`src/rtl/ffpra_pkg.sv`:
```
// Shared types, codes and widths for the first-fit page run allocator.
// No dependencies; every other file of the block imports this package.
`default_nettype none

package ffpra_pkg;

   localparam int NUM_PAGES_DEF  = 1024;
   localparam int PAGE_SHIFT_DEF = 12;

   localparam int ADDR_W      = 56;
   localparam int PAGE_CNT_W  = 11;
   localparam int REQ_TDATA_W = 72;
   localparam int RSP_TDATA_W = 56;
   localparam int CSR_IDX_W   = 1;

   typedef logic [1:0] page_state_type;
   localparam page_state_type PG_FREE  = 2'd0;
   localparam page_state_type PG_TAKEN = 2'd1;
   localparam page_state_type PG_LAST  = 2'd2;

   typedef logic [1:0] rsp_status_type;
   localparam rsp_status_type STAT_DONE   = 2'd0;
   localparam rsp_status_type STAT_NOROOM = 2'd1;
   localparam rsp_status_type STAT_BAD    = 2'd2;

   localparam logic MODE_ALLOC = 1'b0;
   localparam logic MODE_FREE  = 1'b1;

   localparam logic [CSR_IDX_W-1:0] CSR_REGION_BASE  = 1'b0;
   localparam logic [CSR_IDX_W-1:0] CSR_PAGES_IN_USE = 1'b1;

   typedef enum logic [2:0] {
      S_CLEAR,
      S_IDLE,
      S_CHECK,
      S_SCAN,
      S_MARK,
      S_WALK,
      S_FINISH
   } ctrl_state_type;

   typedef struct packed {
      logic           clr_step;
      logic           load;
      logic           scan_start;
      logic           scan_step;
      logic           mark_step;
      logic           walk_start;
      logic           walk_step;
      logic           out_load;
      rsp_status_type res_status;
      logic           res_addr_ok;
   } dp_cmd_type;

   typedef struct packed {
      logic clr_last;
      logic mode;
      logic want_zero;
      logic n_zero;
      logic free_bad;
      logic scan_found;
      logic scan_end;
      logic mark_last;
      logic walk_stop;
      logic out_full;
   } dp_sts_type;

endpackage

`default_nettype wire

```
`src/rtl/first_fit_page_run_allocator_top.sv`:
```
// Allocate: check, then a scan of k entries (at most the pages in use, one per cycle
// through the status memory read port) and r pages marked, one write a cycle; free:
// check, then a walk of w pages; rejects go from the check straight to the result.
// Throughput: one word at a time; the next word is taken once the result is queued.
// Reset: synchronous; then a clearing pass over every page with req_tready low.
`default_nettype none

module first_fit_page_run_allocator_top #(
   parameter int NUM_PAGES  = ffpra_pkg::NUM_PAGES_DEF,
   parameter int PAGE_SHIFT = ffpra_pkg::PAGE_SHIFT_DEF
) (
   input  wire logic                              clock,
   input  wire logic                              reset,
   input  wire logic                              csr_valid,
   output logic                                   csr_ready,
   input  wire logic [ffpra_pkg::CSR_IDX_W-1:0]   csr_index,
   input  wire logic [ffpra_pkg::ADDR_W-1:0]      csr_data,
   input  wire logic                              req_tvalid,
   output logic                                   req_tready,
   // request_pages[10:0], free_address[66:11], zero fill[71:67]
   input  wire logic [ffpra_pkg::REQ_TDATA_W-1:0] req_tdata,
   // mode[0]
   input  wire logic                              req_tuser,
   output logic                                   rsp_tvalid,
   input  wire logic                              rsp_tready,
   // run_address[55:0]
   output logic [ffpra_pkg::RSP_TDATA_W-1:0]      rsp_tdata,
   // status[1:0]
   output logic [1:0]                             rsp_tuser
);
   import ffpra_pkg::*;

   dp_cmd_type cmd;
   dp_sts_type sts;

   ffpra_ctrl u_ctrl (
      .clock      (clock),
      .reset      (reset),
      .req_tvalid (req_tvalid),
      .req_tready (req_tready),
      .sts        (sts),
      .cmd        (cmd)
   );

   ffpra_dp #(
      .NUM_PAGES  (NUM_PAGES),
      .PAGE_SHIFT (PAGE_SHIFT)
   ) u_dp (
      .clock      (clock),
      .reset      (reset),
      .csr_valid  (csr_valid),
      .csr_ready  (csr_ready),
      .csr_index  (csr_index),
      .csr_data   (csr_data),
      .req_tdata  (req_tdata),
      .req_tuser  (req_tuser),
      .cmd        (cmd),
      .sts        (sts),
      .rsp_tready (rsp_tready),
      .rsp_tvalid (rsp_tvalid),
      .rsp_tdata  (rsp_tdata),
      .rsp_tuser  (rsp_tuser)
   );

endmodule

`default_nettype wire

```
`src/rtl/ffpra_ctrl.sv`:
```
// Sequencer of the page run allocator: clear pass, request checks, scan, mark, walk.
// Depends on ffpra_pkg; drives ffpra_dp through dp_cmd_type.
`default_nettype none

module ffpra_ctrl (
   input  wire logic                  clock,
   input  wire logic                  reset,
   input  wire logic                  req_tvalid,
   output logic                       req_tready,
   input  wire ffpra_pkg::dp_sts_type sts,
   output ffpra_pkg::dp_cmd_type      cmd
);
   import ffpra_pkg::*;

   ctrl_state_type state_ff, state_in;
   rsp_status_type res_ff, res_in;
   logic           addr_ok_ff, addr_ok_in;

   always_ff @(posedge clock) begin
      if (reset) begin
         state_ff <= S_CLEAR;
      end else begin
         state_ff <= state_in;
      end
   end

   always_ff @(posedge clock) begin
      res_ff     <= res_in;
      addr_ok_ff <= addr_ok_in;
   end

   always_comb begin
      state_in   = state_ff;
      res_in     = res_ff;
      addr_ok_in = addr_ok_ff;
      req_tready = 1'b0;
      cmd        = '0;
      cmd.res_status  = res_ff;
      cmd.res_addr_ok = addr_ok_ff;
      case (state_ff)
         S_CLEAR: begin
            cmd.clr_step = 1'b1;
            if (sts.clr_last) begin
               state_in = S_IDLE;
            end
         end
         S_IDLE: begin
            req_tready = 1'b1;
            if (req_tvalid) begin
               cmd.load = 1'b1;
               state_in = S_CHECK;
            end
         end
         S_CHECK: begin
            addr_ok_in = 1'b0;
            if (sts.mode == MODE_ALLOC) begin
               if (sts.want_zero) begin
                  res_in   = STAT_BAD;
                  state_in = S_FINISH;
               end else if (sts.n_zero) begin
                  res_in   = STAT_NOROOM;
                  state_in = S_FINISH;
               end else begin
                  cmd.scan_start = 1'b1;
                  state_in       = S_SCAN;
               end
            end else begin
               if (sts.free_bad) begin
                  res_in   = STAT_BAD;
                  state_in = S_FINISH;
               end else begin
                  cmd.walk_start = 1'b1;
                  state_in       = S_WALK;
               end
            end
         end
         S_SCAN: begin
            cmd.scan_step = 1'b1;
            if (sts.scan_found) begin
               res_in     = STAT_DONE;
               addr_ok_in = 1'b1;
               state_in   = S_MARK;
            end else if (sts.scan_end) begin
               res_in   = STAT_NOROOM;
               state_in = S_FINISH;
            end
         end
         S_MARK: begin
            cmd.mark_step = 1'b1;
            if (sts.mark_last) begin
               state_in = S_FINISH;
            end
         end
         S_WALK: begin
            cmd.walk_step = 1'b1;
            if (sts.walk_stop) begin
               res_in   = STAT_DONE;
               state_in = S_FINISH;
            end
         end
         S_FINISH: begin
            if (!sts.out_full) begin
               cmd.out_load = 1'b1;
               state_in     = S_IDLE;
            end
         end
         default: begin
            state_in = S_IDLE;
         end
      endcase
   end

endmodule

`default_nettype wire

```
`src/rtl/ffpra_dp.sv`:
```
// Datapath of the page run allocator: config registers, page status memory,
// scan and walk counters, address math and the result register. Uses ffpra_pkg.
`default_nettype none

module ffpra_dp #(
   parameter int NUM_PAGES  = ffpra_pkg::NUM_PAGES_DEF,
   parameter int PAGE_SHIFT = ffpra_pkg::PAGE_SHIFT_DEF
) (
   input  wire logic                                clock,
   input  wire logic                                reset,
   input  wire logic                                csr_valid,
   output logic                                     csr_ready,
   input  wire logic [ffpra_pkg::CSR_IDX_W-1:0]     csr_index,
   input  wire logic [ffpra_pkg::ADDR_W-1:0]        csr_data,
   input  wire logic [ffpra_pkg::REQ_TDATA_W-1:0]   req_tdata,
   input  wire logic                                req_tuser,
   input  wire ffpra_pkg::dp_cmd_type               cmd,
   output ffpra_pkg::dp_sts_type                    sts,
   input  wire logic                                rsp_tready,
   output logic                                     rsp_tvalid,
   output logic [ffpra_pkg::RSP_TDATA_W-1:0]        rsp_tdata,
   output logic [1:0]                               rsp_tuser
);
   import ffpra_pkg::*;

   localparam int IDX_W = (NUM_PAGES > 1) ? $clog2(NUM_PAGES) : 1;
   localparam int CNT_W = $clog2(NUM_PAGES + 1);
   localparam int CMP_W = (CNT_W > PAGE_CNT_W) ? CNT_W : PAGE_CNT_W;
   localparam int PG_W  = ADDR_W - PAGE_SHIFT;

   logic [ADDR_W-1:0]     base_ff;
   logic [PAGE_CNT_W-1:0] piu_ff;
   logic                  mode_ff;
   logic [PAGE_CNT_W-1:0] want_ff;
   logic [ADDR_W-1:0]     addr_ff;
   logic [IDX_W-1:0]      idx_ff, idx_in;
   logic [CNT_W-1:0]      run_ff, run_in;
   logic [IDX_W-1:0]      start_ff, start_in;
   logic [IDX_W-1:0]      mark_ff, mark_in;
   page_state_type        rd_data_ff;
   logic                  rsp_tvalid_ff;
   rsp_status_type        rsp_status_ff;
   logic [ADDR_W-1:0]     rsp_addr_ff;

   page_state_type        mem [NUM_PAGES];

   logic [CMP_W-1:0]      n_cmp;
   logic [CNT_W-1:0]      n;
   logic [CNT_W-1:0]      run_next;
   logic [CNT_W-1:0]      idx_inc;
   logic [CNT_W-1:0]      run_start;
   logic                  found;
   logic                  at_end;
   logic [ADDR_W-1:0]     diff;
   logic [PG_W-1:0]       pg;
   logic [IDX_W-1:0]      rd_addr;
   logic                  wr_en;
   logic [IDX_W-1:0]      wr_addr;
   page_state_type        wr_data;
   logic [ADDR_W-1:0]     run_addr;

   assign csr_ready = 1'b1;

   always_ff @(posedge clock) begin
      if (reset) begin
         base_ff <= '0;
         piu_ff  <= PAGE_CNT_W'(1024);
      end else if (csr_valid) begin
         case (csr_index)
            CSR_REGION_BASE:  base_ff <= csr_data;
            CSR_PAGES_IN_USE: piu_ff  <= csr_data[PAGE_CNT_W-1:0];
            default: ;
         endcase
      end
   end

   always_ff @(posedge clock) begin
      if (cmd.load) begin
         mode_ff <= req_tuser;
         want_ff <= req_tdata[PAGE_CNT_W-1:0];
         addr_ff <= req_tdata[PAGE_CNT_W +: ADDR_W];
      end
   end

   always_comb begin
      n_cmp = (CMP_W'(piu_ff) > CMP_W'(NUM_PAGES)) ? CMP_W'(NUM_PAGES) : CMP_W'(piu_ff);
      n     = n_cmp[CNT_W-1:0];

      run_next  = (rd_data_ff == PG_FREE) ? run_ff + CNT_W'(1) : '0;
      found     = (CMP_W'(run_next) == CMP_W'(want_ff));
      idx_inc   = CNT_W'(idx_ff) + CNT_W'(1);
      at_end    = (idx_inc == n);
      run_start = idx_inc - run_next;

      diff = addr_ff - base_ff;
      pg   = diff[ADDR_W-1:PAGE_SHIFT];

      run_addr = base_ff + (ADDR_W'(start_ff) << PAGE_SHIFT);
   end

   always_comb begin
      sts.clr_last   = (idx_ff == IDX_W'(NUM_PAGES - 1));
      sts.mode       = mode_ff;
      sts.want_zero  = (want_ff == '0);
      sts.n_zero     = (n == '0);
      sts.free_bad   = (addr_ff < base_ff) || (pg >= PG_W'(n));
      sts.scan_found = found;
      sts.scan_end   = at_end;
      sts.mark_last  = (mark_ff == idx_ff);
      sts.walk_stop  = (rd_data_ff != PG_TAKEN) || at_end;
      sts.out_full   = rsp_tvalid_ff && !rsp_tready;
   end

   always_comb begin
      idx_in   = idx_ff;
      run_in   = run_ff;
      start_in = start_ff;
      mark_in  = mark_ff;
      rd_addr  = idx_ff + IDX_W'(1);
      wr_en    = 1'b0;
      wr_addr  = idx_ff;
      wr_data  = PG_FREE;
      if (cmd.clr_step) begin
         wr_en   = 1'b1;
         wr_data = (idx_ff == '0) ? PG_LAST : PG_FREE;
         idx_in  = idx_ff + IDX_W'(1);
      end
      if (cmd.scan_start) begin
         idx_in  = '0;
         run_in  = '0;
         rd_addr = '0;
      end
      if (cmd.scan_step) begin
         run_in = run_next;
         if (found) begin
            start_in = run_start[IDX_W-1:0];
            mark_in  = run_start[IDX_W-1:0];
         end else begin
            idx_in = idx_ff + IDX_W'(1);
         end
      end
      if (cmd.mark_step) begin
         wr_en   = 1'b1;
         wr_addr = mark_ff;
         wr_data = (mark_ff == idx_ff) ? PG_LAST : PG_TAKEN;
         mark_in = mark_ff + IDX_W'(1);
      end
      if (cmd.walk_start) begin
         idx_in  = pg[IDX_W-1:0];
         rd_addr = pg[IDX_W-1:0];
      end
      if (cmd.walk_step) begin
         wr_en   = 1'b1;
         wr_data = PG_FREE;
         idx_in  = idx_ff + IDX_W'(1);
      end
   end

   always_ff @(posedge clock) begin
      if (reset) begin
         idx_ff <= '0;
      end else begin
         idx_ff <= idx_in;
      end
   end

   always_ff @(posedge clock) begin
      run_ff   <= run_in;
      start_ff <= start_in;
      mark_ff  <= mark_in;
   end

   always_ff @(posedge clock) begin
      if (wr_en) begin
         mem[wr_addr] <= wr_data;
      end
      rd_data_ff <= mem[rd_addr];
   end

   always_ff @(posedge clock) begin
      if (reset) begin
         rsp_tvalid_ff <= 1'b0;
      end else if (cmd.out_load) begin
         rsp_tvalid_ff <= 1'b1;
      end else if (rsp_tready) begin
         rsp_tvalid_ff <= 1'b0;
      end
   end

   always_ff @(posedge clock) begin
      if (cmd.out_load) begin
         rsp_status_ff <= cmd.res_status;
         rsp_addr_ff   <= cmd.res_addr_ok ? run_addr : '0;
      end
   end

   assign rsp_tvalid = rsp_tvalid_ff;
   assign rsp_tdata  = rsp_addr_ff;
   assign rsp_tuser  = rsp_status_ff;

endmodule

`default_nettype wire

```
`config.mk`:
```
export PLATFORM = sky130hd
export DESIGN_NAME = first_fit_page_run_allocator_top
export DESIGN_NICKNAME = d
export VERILOG_FILES = /design/src/rtl/ffpra_pkg.sv /design/src/rtl/first_fit_page_run_allocator_top.sv /design/src/rtl/ffpra_ctrl.sv /design/src/rtl/ffpra_dp.sv
export SDC_FILE = /design/constraint.sdc
export NUM_CORES = 2
export LEC_CHECK = 0
export BUFFER_PORTS_ARGS = -buffer_cell sky130_fd_sc_hd__buf_4
export CAP_MARGIN = 0
export CELL_PAD_IN_SITES_DETAIL_PLACEMENT = 2
export CELL_PAD_IN_SITES_GLOBAL_PLACEMENT = 2
export CORE_MARGIN = 10
export CORE_UTILIZATION = 47
export DETAILED_ROUTE_END_ITERATION = 16
export PLACE_DENSITY_LB_ADDON = 0.1
export SLEW_MARGIN = 20
export SYNTH_ARGS = -nofsm -noshare
export SYNTH_HDL_FRONTEND = slang
export SYNTH_SLANG_ARGS = --single-unit
```
`constraint.sdc`:
```
create_clock -name clock -period 82 [get_ports clock]
set_clock_uncertainty 0.1 [all_clocks]
set_input_delay 8.2 -clock clock [delete_from_list [all_inputs] [get_ports clock]]
set_output_delay 8.2 -clock clock [all_outputs]
set_load 0.02 [all_outputs]
```
# Word-level counts from Yosys, hierarchy flattened
# Memory sizes are Yosys's and may differ from the RTL's. A register that Yosys moved wholly into a read port is not among the register bits.
# Index checks and enable logic that the tools add are counted.
# classes
muxes	66
n_shift	0
div_mod_pow	0
mul	0
n_bitwise	1
eq_ne	20
reduce_logical	22
add_sub_neg	7
order_cmp	3
# op_table
operator	n
2-to-1 mux 10 bit	12
adder 56 x 22 -> 56 bit	1
less-than comparator 56 bit	1
subtractor 56 bit	1
>= comparator 44 x 11 -> 1 bit	1
2-to-1 mux 11 bit	4
2-to-1 mux 3 bit	10
2-to-1 mux 2 bit	13
2-to-1 mux 1 bit	24
equality test 11 bit	2
logical NOT 11 bit	2
case mux 3 bit (7 select lines)	1
adder 10 x 1 -> 10 bit (second input constant)	2
adder 10 x 1 -> 11 bit (second input constant)	1
adder 11 x 1 -> 11 bit (second input constant)	1
> comparator 11 bit (second input constant)	1
equality test 10 bit	1
equality test 10 bit (second input constant)	1
logical NOT 10 bit	1
inequality test 2 bit (second input constant)	5
AND reduction 2 bit	5
nonzero test 2 bit	5
subtractor 10 bit	1
equality test 3 bit (second input constant)	3
17 further kinds	20
# totals
reg_bits	241
memories	1
ram_bits	2048
latchBits	0
output_inout_bits	61
elab_cells	135
mem_bits_ro	0
inputBits	135
# memory_table
name	depth	word_bits	read_ports	rd_clocked_by_memory_dff	write_ports	line	rtl
u_dp.mem	1024	2	1	1	1	ffpra_dp.sv:45	page_state_type mem [NUM_PAGES];

# Longest topological paths before layout
# depth
ltp_word	12
ltp_mapped	33
ltp_nobuf	28

# Cells and area by module
# From an unflattened synthesis, not the netlist that was laid out.
# unflattened
cells_unflattened	8391
area_unflattened_um2	99964.6
# by_module_without_submodules
mod	area_each_um2	seq_area_each_um2	cells_each	n_inst
ffpra_dp	99452.9	67815.0	8325	1
ffpra_ctrl	511.7	150.1	66	1

# Least setup slack after synthesis
# Ideal clock, no wire load.
# synth_timing
path_kind	reg2reg
startpoint	register u_dp.mark_ff[4]
endpoint	memory u_dp.mem[0][1] in the netlist's numbering, data pin
required_ns	74.144
path_buffers	1
synth_period_minus_slack_ns	47.212
path_slack_ns	34.788
arrival_ns	39.356
setup_time_ns	7.756
stages_incl_launch_ff	7
cell_sequence	edfxtp_1 clkbuf_1 xnor2_1 nand4_1 nor4_1 a21oi_1 nor3_1
# synth_via
elab_chain_len	4
# synth_rtl
element	line	rtl
start: declaration	ffpra_dp.sv:39	logic [IDX_W-1:0] mark_ff, mark_in;
start signal: assignment	ffpra_dp.sv:170	mark_ff <= mark_in;
equality test 10 bit	ffpra_dp.sv:145	wr_data = (mark_ff == idx_ff) ? PG_LAST : PG_TAKEN;
2-to-1 mux 2 bit	ffpra_dp.sv:145	
2-to-1 mux 2 bit	ffpra_dp.sv:142	if (cmd.mark_step) begin
2-to-1 mux 2 bit	ffpra_dp.sv:152	if (cmd.walk_step) begin
named net u_dp.wr_data[1]	ffpra_dp.sv:59	page_state_type wr_data;
end: declaration	ffpra_dp.sv:45	
# The timed path passes the listed nets, and every way through them passes these cells.

# Final worst setup path
# layout_timing
startpoint	register u_dp.base_ff[8]
endpoint	register u_dp.rd_data_ff[1], read port of u_dp.mem
# layout_via
elab_chain_len	7
word_cells_on_any_way	8
classes_between	add/sub: 1; order compare: 2; mux: 4; reduce/logical: 1
# layout_rtl
element	line	rtl
start: declaration	ffpra_dp.sv:31	logic [ADDR_W-1:0] base_ff;
start signal: assignment	ffpra_dp.sv:70	CSR_REGION_BASE: base_ff <= csr_data;
subtractor 56 bit	ffpra_dp.sv:95	diff = addr_ff - base_ff;
>= comparator 44 x 11 -> 1 bit	ffpra_dp.sv:106	sts.free_bad = (addr_ff < base_ff) || (pg >= PG_W'(n));
logical OR 1 bit	ffpra_dp.sv:106	
2-to-1 mux 1 bit	ffpra_ctrl.sv:68	if (sts.free_bad) begin
2-to-1 mux 1 bit	ffpra_ctrl.sv:56	if (sts.mode == MODE_ALLOC) begin
2-to-1 mux 1 bit	ffpra_ctrl.sv:40	case (state_ff)
2-to-1 mux 10 bit (*)	ffpra_dp.sv:148	if (cmd.walk_start) begin
end: declaration	ffpra_dp.sv:40	page_state_type rd_data_ff;
# Every way passes the cells marked *; elsewhere a longest branch is shown, timed or not.
# A chain may end at the register's enable or synchronous reset.

==> results.py <==
metrics = {
    "global_route": {
        "grtUsageTotal_pct": 35.8,
        "antenna_found_initial": 37,
        "grt-ovfl-total": 0,
        "grt_start_max_net_pins": 235,
        "grt_pass1_vias": 80100,
        "grt_pass1_wl_um": 610000,
    },
    "die": {
        "initial_utilization_pct": 47.2,
        "num_io_pins": 196,
        "dieArea_um2": 234000,
        "core_um2": 214000,
        "fp.dieH_um": 484,
        "row_count": 170,
        "dieWidth_um": 484,
    },
    "sta": {
        "tns_ps": 0,
        "hold_viol": 0,
        "finalSetupViolCount": 0,
        "finalMaxSlewViolations": 0,
        "period_needed_ps": 14170,
        "max_freq_mhz": 70.5,
        "max_slew.worst_pin.slew_ps": 1390,
        "relSlewSlack_pct": 6.68,
        "fin_crit_sh_pct": 17.3,
        "rsz0062_at_grt": "no",
    },
    "pwr": {
        "power_density_nw_per_um2": 33.8,
        "peakVddDrop_mv": 0.0506,
        "leakagePower_nw": 37.5,
    },
    "logic_synthesis": {
        "ys_ff_latch": 2291,
        "yosys-top-cells-area": "edfxtp_1, mux2i_1, nor2_1, nand2_1, a21oi_1",
        "syn_area_um2": 101000,
        "yosysSeqAreaShare_pct": 67.2,
        "netlist-cell-type-count": 93,
        "synth_enable_flop_cells": 2208,
        "yosysTopAreaCellShare_pct": 65.5,
        "mappedNetlistNets": 8410,
        "synth.avg_cell_area_um2": 12.4,
        "synth_top_cell_by_area": "edfxtp_1",
        "ys_warn_count": 0,
        "synth_async_sr_flop_share_pct": 0,
        "ys.flop_type": "edfxtp_1",
        "synthCells": 8184,
    },
    "route": {
        "drt-initial-drc-count": 10300,
        "wirelength_um": 433000,
        "routedWlPerCell_um": 38.4,
        "drtPass1Iterations": 7,
        "ant_nets": 0,
        "vias": 75500,
        "drc_errors": 0,
        "drt-vias-per-instance": 6.69,
    },
    "clocking": {
        "cts_resized": 0,
        "insertion_delay_ps": 950,
        "htreeDepth": 5,
        "clock-sinks": 2291,
        "root_buffer": "clkbuf_16",
        "cts_tree": "done",
        "postCtsHoldBufs": 0,
        "cts_buffer_depth": 4,
        "cts_setup_buffers": 0,
        "path_clk_slew_ps": 60,
        "cts_made_buffers": 275,
    },
    "finish": {
        "final_nets": 8477,
        "syn2layout_area_growth_pct": 12.5,
        "final_cell_mix": "edfxtp_1, nor2_1, nand2_1, mux2i_1, a21oi_1",
        "drive_gt1_share_pct": 10.2,
        "final_common_cell": "edfxtp_1",
        "fin_area_um2": 114000,
    },
    "worst_setup_path": {
        "arrival_ps": 14900,
        "startpoint": "u_dp.base_ff[8]",
        "critPathBufInv": 7,
        "cp_common_cell": "buf_4",
        "cp_max_fo": 125,
        "worst_path_largest_cell_delay_ps": 940,
        "critPathTopFamily": "compound AO/OA/AOI/OAI gates",
        "ff2ff_setup_slack_ps": 67830,
        "required_ps": 82720,
        "r2r_start": "u_dp.base_ff[8]",
        "critPathLaunchType": "flop",
        "cp_slowest_cell": "a222oi_1",
        "cp-end-kind": "flop",
        "crit_type": "flop to flop",
    },
    "hold_path": {
        "hp-class": "flop to flop",
        "min-delay-start": "u_ctrl.res_ff[0]",
    },
    "place": {
        "dpl.hpwl_um": 258000,
        "placed_area_um2": 105000,
        "gp_congestion": 0.862,
        "port_buffers": 189,
    },
    "job": {
        "maxCapViolCount": 0,
    },
    "outcome": {
        "outcome": "completed",
    },
}
-- per-layer routing --
| metal | up-vias | GRT usage [%] | part of all wire [%] |
|---|---|---|---|
| li1 | 30400 | - | - |
| met1 | 39300 | 44.8 | 37 |
| met2 | 4531 | 57.2 | 47 |
| met3 | 1284 | 7.61 | 9.5 |
| met4 | 18 | 21.6 | 6.7 |
| met5 | - | 0 | 0.028 |
-- registers in the layout, summed over array words and instances (netlist names), 11 cells and up --
signal,flops
u_dp.mem,2048
u_dp.piu_ff,11
u_dp.base_ff,56
u_dp.rsp_tdata,56
u_dp.addr_ff,56
u_dp.want_ff,11
u_dp.run_ff,11
-- metrics by stage --
step / std cells / total power [mW] / utilization (%) / setup WS (ps) / hold slack [ps]
final: 11300 / 3.85 / 53.1 / 67830 / 359
after global routing: 11300 / 3.93 / 53.0 / 67580 / 383
after CTS: 11300 / 3.81 / 53.0 / 68460 / 343
after detailed placement: 10800 / 2.64 / 49.2 / 68540 / 335
after global placement: 10800 / 2.59 / 49.2 / 68720 / 351
after floorplan: 8184 / 2.43 / - / 34790 / 300
-- power by group --
part	total, mW	internal (mW)	switching (mW)
Combinational	1.21	0.288	0.922
Sequential	1.46	1.45	0.00954
Clock	1.17	0.670	0.502
Total	3.85	2.41	1.43
-- final timing paths --
path | depth (start not counted) | end
setup / recovery | 32 | u_dp.rd_data_ff[1]
hold reg to reg | 0 | u_dp.rsp_tuser[0]
setup reg to reg | 32 | u_dp.rd_data_ff[1]
hold / removal | 0 | u_dp.rsp_tuser[0]
-- kinds of logic (layout without fill, tap and decap cells) --
logic type	after synthesis	after routing	share of synthesized area, %
adder cells (fa/ha/maj)	91	91	1.14
XOR/XNOR	125	125	1.08
AO/OA/AOI/OAI	1448	1448	9.24
other	1	17	0.00371
flip-flops	2291	2291	67.2
buffers and inverters	698	941	3.05
multiplexers	602	602	6.00
AND/OR/NAND/NOR	2928	2928	12.3
-- Yosys cell counts, types with 12 or more instances --
cell type,instances
buf_6,14
mux2_2,24
or3_1,27
inv_1,103
a22oi_1,105
o21bai_1,16
a21oi_1,495
o22ai_1,246
o211a_1,40
nand3_1,234
or4_1,12
nand4_1,68
ha_1,89
nor3_1,46
dfxtp_1,83
edfxtp_1,2208
a32oi_1,42
a21o_1,23
xor2_1,37
nor2b_1,16
o21a_1,20
nor2_1,1204
and4_1,14
a211oi_1,66
nor4_1,58
o211ai_1,49
clkbuf_1,367
and3_1,55
buf_2,101
a22o_1,16
a31oi_1,38
a2111oi_0,12
xnor2_1,88
buf_1,51
nand2b_1,18
and2_1,62
nand2_1,1072
buf_4,60
a211o_1,19
mux2i_1,576
o21ai_0,133
-- final cells by class --
cell class,count,area [um2]
Multi-Input combinational cell,5195,30500
Antenna cell,16,40.0
Timing Repair Buffer,384,3120
Sequential cell,2291,68000
Clock inverter,99,783
Inverter,104,390
Fill cell,20200,101000
Tap cell,2838,3550
Clock buffer,354,7390
Note: power is estimated with default switching activity, not from simulation.
